===== src/rtl/psel_pkg.sv =====
package psel_pkg;

  // Default number of list cells.
  localparam int LIST_DEPTH_DEF = 16;

  // Field widths of a request and of a result.
  localparam int PRIO_W  = 14;
  localparam int TYPE_W  = 4;
  localparam int KIND_W  = 8;
  localparam int CTRL_W  = 8;
  localparam int DATA_W  = 32;
  localparam int POS_W   = 4;
  localparam int COUNT_W = 5;

  // Reset value of the drive order type limit.
  localparam logic [TYPE_W-1:0] LIMIT_RST = 4'd3;

  typedef enum logic [1:0] {
    CMD_INSERT  = 2'd0,
    CMD_READ    = 2'd1,
    CMD_PROMOTE = 2'd2
  } cmd_t;

  typedef enum logic [1:0] {
    STS_DONE  = 2'd0,
    STS_FULL  = 2'd1,
    STS_EMPTY = 2'd2
  } status_t;

  typedef enum logic {
    ST_IDLE = 1'b0,
    ST_EXEC = 1'b1
  } state_t;

  typedef struct packed {
    cmd_t              command;
    logic [TYPE_W-1:0] entry_type;
    logic [PRIO_W-1:0] priority_req;
    logic [DATA_W-1:0] payload;
    logic [KIND_W-1:0] drive_kind;
    logic [CTRL_W-1:0] controller_id;
    logic [POS_W-1:0]  position;
  } in_req_t;

  typedef struct packed {
    status_t            status;
    logic [TYPE_W-1:0]  out_type;
    logic [PRIO_W-1:0]  out_priority;
    logic [DATA_W-1:0]  out_payload;
    logic [COUNT_W-1:0] entry_count;
  } out_rsp_t;

  // One held entry: the sort key and its data word.
  typedef struct packed {
    logic [PRIO_W-1:0] prio;
    logic [TYPE_W-1:0] etype;
    logic [KIND_W-1:0] kind;
    logic [CTRL_W-1:0] ctrl;
    logic [DATA_W-1:0] data;
  } entry_t;

  // Control broadcast from the sequencer to every cell.
  typedef struct packed {
    logic              do_ins;
    logic              do_prm;
    logic [TYPE_W-1:0] limit;
    entry_t            new_entry;
  } cell_ctl_t;

  // True when entry a sorts strictly before entry b.
  function automatic logic key_less(entry_t a, entry_t b, logic [TYPE_W-1:0] limit);
    logic res;
    if (a.prio != b.prio) begin
      res = a.prio < b.prio;
    end else if (a.etype != b.etype) begin
      res = a.etype < b.etype;
    end else if (a.etype <= limit) begin
      res = {a.kind, a.ctrl} < {b.kind, b.ctrl};
    end else begin
      res = 1'b0;
    end
    return res;
  endfunction

endpackage


===== src/rtl/psel_cell.sv =====
module psel_cell
  import psel_pkg::*;
#(
  parameter int INDEX = 0,
  parameter int CNT_W = 5
) (
  input  logic             clk,
  input  cell_ctl_t        ctl,
  input  logic [CNT_W-1:0] count,
  input  logic [POS_W-1:0] pos,
  input  entry_t           left_entry,
  input  logic             found_in,
  output entry_t           entry_q,
  output logic             found_out
);

  entry_t entry_r;
  entry_t entry_nxt;
  logic   occupied;
  logic   new_before;
  logic   at_end;

  assign occupied   = 32'(INDEX) < 32'(count);
  assign at_end     = 32'(INDEX) == 32'(count);
  assign new_before = occupied && key_less(ctl.new_entry, entry_r, ctl.limit);

  // The found flag ripples toward the tail: set once some cell ahead sorts after the new entry.
  assign found_out = found_in | new_before;

  always_comb begin
    entry_nxt = entry_r;
    if (ctl.do_ins) begin
      if (found_in && (32'(INDEX) <= 32'(count))) begin
        entry_nxt = left_entry;
      end else if (!found_in && (new_before || at_end)) begin
        entry_nxt = ctl.new_entry;
      end
    end else if (ctl.do_prm) begin
      if (32'(INDEX) <= 32'(pos)) begin
        entry_nxt = left_entry;
      end
    end
  end

  always_ff @(posedge clk) begin
    entry_r <= entry_nxt;
  end

  assign entry_q = entry_r;

endmodule


===== src/rtl/priority_sorted_entry_list_unit.sv =====
// A request accepted while idle is registered and moves the sequencer to its execute state;
// the result register then loads and raises out_valid. No new request is taken while busy,
// which is high for the single execute cycle, in which every cell of the list compares,
// shifts or loads in parallel.
// Reset: rst_n is synchronous and active low; it empties the list and loads the limit with 3.
// The receiver cannot stall; each result is shown for exactly one cycle.
module priority_sorted_entry_list_unit
  import psel_pkg::*;
#(
  parameter int LIST_DEPTH = LIST_DEPTH_DEF
) (
  input  logic              clk,
  input  logic              rst_n,
  input  logic              start,
  output logic              busy,
  input  in_req_t           in_req,
  output logic              out_valid,
  output out_rsp_t          out_rsp,
  input  logic              cfg_we,
  input  logic [TYPE_W-1:0] cfg_wdata
);

  // The held count must reach the depth itself; a cell index only needs the depth.
  localparam int CNT_W = $clog2(LIST_DEPTH + 1);
  localparam int IDX_W = (LIST_DEPTH > 1) ? $clog2(LIST_DEPTH) : 1;

  state_t            state_r;
  state_t            state_nxt;
  in_req_t           req_r;
  logic [CNT_W-1:0]  count_r;
  logic [CNT_W-1:0]  count_nxt;
  logic [TYPE_W-1:0] limit_r;
  logic              out_valid_r;
  out_rsp_t          out_rsp_r;
  out_rsp_t          rsp_nxt;
  logic              accept;
  logic              exec;
  logic              full;
  logic              pos_ok;
  cell_ctl_t         ctl;
  entry_t            sel_entry;
  entry_t            prm_entry;

  entry_t cell_q     [LIST_DEPTH];
  entry_t cell_left  [LIST_DEPTH];
  logic   found      [LIST_DEPTH+1];

  // A request is taken only while no other one is in execution.
  assign accept = start && !busy;

  // Next-state logic of the two-state sequencer.
  always_comb begin
    state_nxt = state_r;
    unique case (state_r)
      ST_IDLE: begin
        if (accept) begin
          state_nxt = ST_EXEC;
        end
      end
      ST_EXEC: begin
        state_nxt = ST_IDLE;
      end
      default: begin
        state_nxt = ST_IDLE;
      end
    endcase
  end

  // Outputs of the sequencer.
  always_comb begin
    busy = 1'b0;
    exec = 1'b0;
    unique case (state_r)
      ST_IDLE: begin
        busy = 1'b0;
        exec = 1'b0;
      end
      ST_EXEC: begin
        busy = 1'b1;
        exec = 1'b1;
      end
      default: begin
        busy = 1'b0;
        exec = 1'b0;
      end
    endcase
  end

  always_ff @(posedge clk) begin
    if (!rst_n) begin
      state_r <= ST_IDLE;
    end else begin
      state_r <= state_nxt;
    end
  end

  // The request is held for its execute cycle.
  always_ff @(posedge clk) begin
    if (accept) begin
      req_r <= in_req;
    end
  end

  // The limit only affects comparisons of later inserts; held entries are never re-sorted.
  always_ff @(posedge clk) begin
    if (!rst_n) begin
      limit_r <= LIMIT_RST;
    end else if (cfg_we) begin
      limit_r <= cfg_wdata;
    end
  end

  assign full   = count_r == CNT_W'(LIST_DEPTH);
  assign pos_ok = (32'(req_r.position) < 32'(count_r)) &&
                  (32'(req_r.position) < 32'(LIST_DEPTH));

  // The entry at the requested position, and its promoted copy with priority zero.
  always_comb begin
    sel_entry      = cell_q[IDX_W'(req_r.position)];
    prm_entry      = sel_entry;
    prm_entry.prio = '0;
  end

  // Command decode: what the cells do and what the result carries.
  always_comb begin
    ctl.do_ins              = 1'b0;
    ctl.do_prm              = 1'b0;
    ctl.limit               = limit_r;
    ctl.new_entry.prio      = req_r.priority_req;
    ctl.new_entry.etype     = req_r.entry_type;
    ctl.new_entry.kind      = req_r.drive_kind;
    ctl.new_entry.ctrl      = req_r.controller_id;
    ctl.new_entry.data      = req_r.payload;
    count_nxt               = count_r;
    rsp_nxt.status          = STS_DONE;
    rsp_nxt.out_type        = '0;
    rsp_nxt.out_priority    = '0;
    rsp_nxt.out_payload     = '0;
    unique case (req_r.command)
      CMD_INSERT: begin
        if (full) begin
          rsp_nxt.status = STS_FULL;
        end else begin
          ctl.do_ins = exec;
          count_nxt  = count_r + CNT_W'(1);
        end
      end
      CMD_READ: begin
        if (pos_ok) begin
          rsp_nxt.out_type     = sel_entry.etype;
          rsp_nxt.out_priority = sel_entry.prio;
          rsp_nxt.out_payload  = sel_entry.data;
        end else begin
          rsp_nxt.status = STS_EMPTY;
        end
      end
      CMD_PROMOTE: begin
        if (pos_ok) begin
          ctl.do_prm           = exec;
          rsp_nxt.out_type     = sel_entry.etype;
          rsp_nxt.out_payload  = sel_entry.data;
        end else begin
          rsp_nxt.status = STS_EMPTY;
        end
      end
      default: begin
        // The unused command code changes nothing and reports done.
        rsp_nxt.status = STS_DONE;
      end
    endcase
    rsp_nxt.entry_count = COUNT_W'(count_nxt);
  end

  always_ff @(posedge clk) begin
    if (!rst_n) begin
      count_r <= '0;
    end else if (exec) begin
      count_r <= count_nxt;
    end
  end

  // Result register: the strobe lasts one cycle and the receiver cannot refuse it.
  always_ff @(posedge clk) begin
    if (!rst_n) begin
      out_valid_r <= 1'b0;
    end else begin
      out_valid_r <= exec;
    end
  end

  always_ff @(posedge clk) begin
    if (exec) begin
      out_rsp_r <= rsp_nxt;
    end
  end

  assign out_valid = out_valid_r;
  assign out_rsp   = out_rsp_r;

  // The chain of cells. Each cell takes its left neighbor's entry on a shift; the head cell's
  // left neighbor is the promoted entry, which is only used on a promote.
  assign found[0] = 1'b0;

  for (genvar i = 0; i < LIST_DEPTH; i++) begin : g_cell
    if (i == 0) begin : g_head
      assign cell_left[i] = prm_entry;
    end else begin : g_body
      assign cell_left[i] = cell_q[i-1];
    end

    psel_cell #(
      .INDEX (i),
      .CNT_W (CNT_W)
    ) u_cell (
      .clk        (clk),
      .ctl        (ctl),
      .count      (count_r),
      .pos        (req_r.position),
      .left_entry (cell_left[i]),
      .found_in   (found[i]),
      .entry_q    (cell_q[i]),
      .found_out  (found[i+1])
    );
  end

`ifndef SYNTHESIS
  // The list never holds more entries than it has cells.
  a_count_bound: assert property (@(posedge clk) disable iff (!rst_n)
    32'(count_r) <= 32'(LIST_DEPTH))
    else $error("held count exceeds list depth");

  // The execute state lasts exactly one cycle.
  a_exec_one: assert property (@(posedge clk) disable iff (!rst_n)
    (state_r == ST_EXEC) |=> (state_r == ST_IDLE))
    else $error("execute state held longer than one cycle");

  // A result strobe follows an execute cycle.
  a_strobe_src: assert property (@(posedge clk) disable iff (!rst_n)
    out_valid_r |-> $past(exec))
    else $error("result strobe without an executed request");

  // A dropped insert is reported only for a full list.
  a_full_flag: assert property (@(posedge clk) disable iff (!rst_n)
    (out_valid_r && (out_rsp_r.status == STS_FULL)) |-> full)
    else $error("insert dropped while the list had room");

  // The held count only ever grows by one.
  a_count_step: assert property (@(posedge clk) disable iff (!rst_n)
    ($past(rst_n) && (count_r != $past(count_r))) |-> (count_r == $past(count_r) + CNT_W'(1)))
    else $error("held count changed by other than one");
`endif

endmodule


===== config.mk =====
export PLATFORM = sky130hd
export DESIGN_NAME = priority_sorted_entry_list_unit
export DESIGN_NICKNAME = d
export VERILOG_FILES = /design/src/rtl/psel_pkg.sv /design/src/rtl/psel_cell.sv /design/src/rtl/priority_sorted_entry_list_unit.sv
export SDC_FILE = /design/constraint.sdc
export NUM_CORES = 2
export LEC_CHECK = 0
export BUFFER_PORTS_ARGS = -buffer_cell sky130_fd_sc_hd__buf_4
export CORE_MARGIN = 5
export CORE_UTILIZATION = 57
export DETAILED_ROUTE_END_ITERATION = 7
export PLACE_DENSITY_LB_ADDON = 0.08
export RECOVER_POWER = 50
export SLEW_MARGIN = 15
export SYNTH_ARGS = -nofsm -noshare
export SYNTH_HDL_FRONTEND = slang
export SYNTH_SLANG_ARGS = --single-unit

===== constraint.sdc =====
create_clock -name clk -period 17 [get_ports clk]
set_input_delay 0.85 -clock clk [delete_from_list [all_inputs] [get_ports clk]]
set_output_delay 0.85 -clock clk [all_outputs]
set_load 0.05 [all_outputs]

# == Word-level counts from Yosys, hierarchy flattened ==
# Cells that the tools add are included.
# classes
n_addsub,1
mul,0
n_div,0
order_cmp,97
eq_ne,66
shift,0
muxes,146
bitwise_logic,16
n_reduce_logical,115
# ops
operator,n
2-to-1 mux 66 bit,80
binary-select mux 66 bit (select 4 bit),1
less-than comparator 16 bit,16
less-than comparator 14 bit,16
!= test 14 bit,16
less-than comparator 4 bit,16
!= test 4 bit,16
case mux 32 bit (2 select lines),1
2-to-1 mux 1 bit,54
2-to-1 mux 50 bit,1
logical AND 1 bit,47
!= test 3 x 1 -> 1 bit (second input constant),15
AND reduction 3 bit,15
equality test 4 x 5 -> 1 bit (first input constant),8
less-or-equal comparator 4 x 5 -> 1 bit (first input constant),8
less-than comparator 4 x 5 -> 1 bit (first input constant),8
less-or-equal comparator 4 bit (first input constant),8
2-to-1 mux 32 bit,1
nonzero test 2 bit,16
equality test 3 x 5 -> 1 bit (first input constant),4
less-or-equal comparator 3 x 5 -> 1 bit (first input constant),4
less-than comparator 3 x 5 -> 1 bit (first input constant),4
less-or-equal comparator 3 x 4 -> 1 bit (first input constant),4
logical NOT 1 bit,16
30 further kinds,66
# word_totals
ff_bits,1196
latchBits,0
ramBits,0
mem_bits_ro,0
input_bits,80
output_inout_bits,59
memories,0

# == Longest topological paths before layout ==
# depth
word_depth,24
ltp_mapped,16
ltp_nobuf,12

# == Hierarchy ==
# Synthesis repeated with hierarchy kept, for this count alone.
# unflattened
cells_unflattened,5299
area_unflattened_um2,73411.7
# by_module_without_submodules
module,instances,cells_per_inst,area_per_inst_um2,seq_area_each_um2
priority_sorted_entry_list_unit,1,774,12560.8,4093.9
psel_cell (g_cell[5].u_cell ...),2,283,3792.4,1981.9
psel_cell (g_cell[13].u_cell),1,285,3867.5,1981.9
psel_cell (g_cell[10].u_cell),1,291,3860.0,1981.9
psel_cell (g_cell[1].u_cell),1,286,3853.7,1981.9
psel_cell (g_cell[2].u_cell),1,285,3852.4,1981.9
psel_cell (g_cell[12].u_cell),1,283,3818.7,1981.9
psel_cell (g_cell[9].u_cell),1,283,3797.4,1981.9
psel_cell (g_cell[3].u_cell),1,280,3793.6,1981.9
psel_cell (g_cell[7].u_cell),1,278,3789.9,1981.9
psel_cell (g_cell[0].u_cell),1,280,3777.4,1981.9
psel_cell (g_cell[15].u_cell),1,282,3777.4,1981.9
psel_cell (g_cell[11].u_cell),1,281,3776.1,1981.9
psel_cell (g_cell[4].u_cell),1,288,3773.6,1981.9
+2 rows,-,-,-,-

# == Least setup slack after synthesis ==
# OpenSTA, ideal clock, no wires.
# synth_path
kind,register -> register
startpoint,register state_r
endpoint,"register g_cell[1].u_cell.entry_r, in the netlist g_cell[1].u_cell.entry_q[0], enable pin"
t_arrival_ns,8.266
path_slack_ns,8.138
stages_incl_launch_ff,8
n_path_buf,3
cell_sequence,dfxtp_1 -> clkbuf_1 -> nand2_1 -> a31oi_1 -> buf_2 -> clkbuf_1 -> nor3_1 -> a221oi_1
# synth_via
elab_chain_cells,6
elab_cells_between_ends,10
# synth_lines
item,line_no,source
start: declaration,priority_sorted_entry_list_unit.sv:27,state_t state_r;
start signal: assignment,priority_sorted_entry_list_unit.sv:93,state_r <= state_nxt;
inverter 1 bit,-,
case mux 1 bit (2 select lines) (*),priority_sorted_entry_list_unit.sv:73,unique case (state_r)
2-to-1 mux 1 bit (on tied branches),"priority_sorted_entry_list_unit.sv:141, priority_sorted_entry_list_unit.sv:158",
2-to-1 mux 1 bit,priority_sorted_entry_list_unit.sv:139,unique case (req_r.command)
!= test 3 x 1 -> 1 bit (no source line) / nonzero test 2 bit (equally long branches),-,
AND reduction 3 bit (no source line) (*),-,
end signal: assignment,psel_cell.sv:46,entry_r <= entry_nxt;
end: declaration,psel_cell.sv:17,entry_t entry_r;
# Mark *: on every way between the ends. The rest lies on a longest branch, timed or not.
# A chain may end at the register's enable or synchronous reset.

==> results.toml <==
[clocking]
post_cts_buffers = 0
numCtsBuffers = 137
cts.sinks = 1196
root_buffer = "clkbuf_16"
cts_buffer_depth = 3
htreeDepth = 4
tritoncts = "done"
cts.reportedPaths.clkPinSlew_ps = 60
cts-resized-gates = 0
clkLatencyLatePin_ps = 800
cts_hold_buf = 0

[setup_path]
worst-r2r-setup-slack_ps = 4980
crit_path_start_kind = "register"
worstPathArrival_ps = 12550
crit_path_end_kind = "register"
path_class = "reg -> reg"
crit_fanout = 37
cp.required_ps = 17530

[drt]
met1Wirelength_um = 95600
postRouteAntennaNets = 0
wl_per_cell_um = 34.1
route.met3.wl_um = 26500
wl_met2_um = 109000
top_layer = "met5"
dr.pass1.iters = 8
via_count = 49296
wirelength_um = 244000
drcViolationCount = 0
drt_iter0_drc = 6273
via_per_inst = 6.87

[logic_synthesis]
synth.area.top_cells = "edfxtp_1 50%, mux4_2 9.9%, ha_1 9.5%"
yosysSeqAreaShare = 0.499
synth_top_area_frac = 0.496
synth_edf_count = 1185
ys_types = 88
syn_inst = 5329
synth_ff_type = "edfxtp_1"
syn-num-nets = 5951
syn-mean-instance-area_um2 = 13.5
synth_top_area_cell = "edfxtp_1"
yosys_warnings = 0
syn_area_mm2 = 0.0717
ys_async_sr_fraction = 0
synth.ff_latch_count = 1196

[final_layout]
drive_gt1_frac = 0.228
fin_nets = 6035
stdcell_count = 7172
mostFrequentLayoutCells = "1185 x edfxtp_1, 552 x inv_1, 542 x ha_1, 458 x mux2_2, 398 x nand2_1"
syn_to_final_growth_pct = 8.92
layout_commonest_cell = "edfxtp_1"

[global_route]
grt_overflow = 0
grt_pass1_vias = 48326
grt_pass1_wl_um = 347000
grtUsageTotal = 0.364
grt_max_degree = 135
grt_antenna_before_repair = 6

[sta]
finalCritPeriodShare = 0.707
finClkSkew_ps = 32.5
grt_setup_unrepaired = "no"
hold_viol_final = 0
maxSlewViolCount = 1416
hold_slack_ps = 247
setup_viol = 0
tightestPinTransition_ps = 7400
max_slew_margin = -3.93
clock.fmax_mhz = 83.2
fin_crit_ps = 12020
tns_ps = 0

[worst_hold_path]
hp-class = "in -> reg"

[status]
violations = "max-capacitance violations, max-slew violations"
status = "finished with violations"

[place]
dp_hpwl_um = 154000
gp_congestion = 1.02
portBuffers = 138
place_inst = 6924

[pwr]
leakagePower_uw = 0.0302
power_per_cell_area_mw_per_mm2 = 89.6
max-vdd-ir-drop_mv = 0.115

[floorplan]
ios = 139
rows = 130
die-height_um = 365
die_x_um = 365
start_util = 0.572
die-area_mm2 = 0.133
core_area_mm2 = 0.125

[job]
maxCapViolCount = 44
==> worst max-delay path: stages, from the launching register on <==
cell and delay [ps]:
dfxtp_1 500, inv_1 400, ha_1 420, nand3_1 280, nand3_1 1930, clkbuf_1 2030
o32a_2 400, clkbuf_1 2600, clkbuf_1 2610, mux2_2 490
==> routing by layer <==
layer / track usage / up-vias
li1: - / 20537
met1: 0.501 / 24946
met2: 0.555 / 3183
met3: 0.0841 / 628
met4: 0.169 / 2
met5: 0 / -
==> cells in the mapped netlist, types with 32 or more instances <==
master,n
edfxtp_1,1185
nor2_1,139
buf_6,32
and2_1,44
buf_1,41
mux2_2,459
ha_1,542
mux4_2,314
nand2b_1,39
a21oi_1,146
a21o_1,57
o2bb2ai_1,103
nand3_1,59
mux2_4,151
clkbuf_1,176
o21ai_0,188
inv_1,552
mux2_1,140
nand4_1,75
a211oi_1,48
buf_2,48
nand2_1,398
==> report_power, final <==
part	internal (uW)	switching [uW]
registers	3300	51.1
logic	297	459
clock network	1620	1270
total	5220	1780
==> flip-flops by register name (all words and copies together), names as in the netlist <==
| name | flops |
|---|---|
| count_r | 5 |
| req_r | 6 |
| out_valid | 1 |
| ctl | 66 |
| g_cell.u_cell.entry_q | 1056 |
| state_r | 1 |
| out_rsp | 57 |
| limit_r | 4 |
==> stage by stage <==
| stage | utilization | cell area [um^2] | total power [uW] | worst slack, ps |
|---|---|---|---|---|
| global placement | 0.595 | 74600 | 4150 | 10090 |
| global route | 0.623 | 78100 | 7200 | 5050 |
| floorplan | - | 71700 | 3880 | 8140 |
| detailed placement | 0.595 | 74600 | 4160 | 10050 |
| finish | 0.623 | 78100 | 7000 | 4980 |
| CTS | 0.629 | 78900 | 7010 | 10000 |
==> final timing paths <==
check	cells after the start	start	to
setup / recovery	9	count_r[1]	g_cell[6].u_cell.entry_q[32]
hold / removal	1	in_req[38]	ctl[18]
setup reg to reg	9	count_r[1]	g_cell[6].u_cell.entry_q[32]
hold reg to reg	2	limit_r[0]	limit_r[0]
==> kinds of logic (layout without fill, tap and decap cells) <==
kind of cell             after synthesis  in the layout  share of synthesized area
multiplexers                        1070           1070                      0.225
flip-flops                          1196           1196                      0.499
adder cells (fa/ha/maj)              542            542                     0.0945
other                                  0              5                          0
buffers and inverters                864           1052                     0.0502
AO/OA/AOI/OAI                        759            759                     0.0714
AND/OR/NAND/NOR                      892            892                     0.0589
XOR/XNOR                               6              6                   0.000733
==> final cells by class <==
| type | instances | area [um^2] |
|---|---|---|
| clock buffers | 170 | 3610 |
| multi-input cells | 3269 | 32400 |
| clock inverters | 73 | 651 |
| repair buffers | 257 | 1530 |
| well taps | 1650 | 2060 |
| flip-flops and latches | 1196 | 35800 |
| inverters | 552 | 2070 |
| fillers | 9691 | 47300 |
| diodes | 5 | 12.5 |
(Power assumes the default switching activity.)
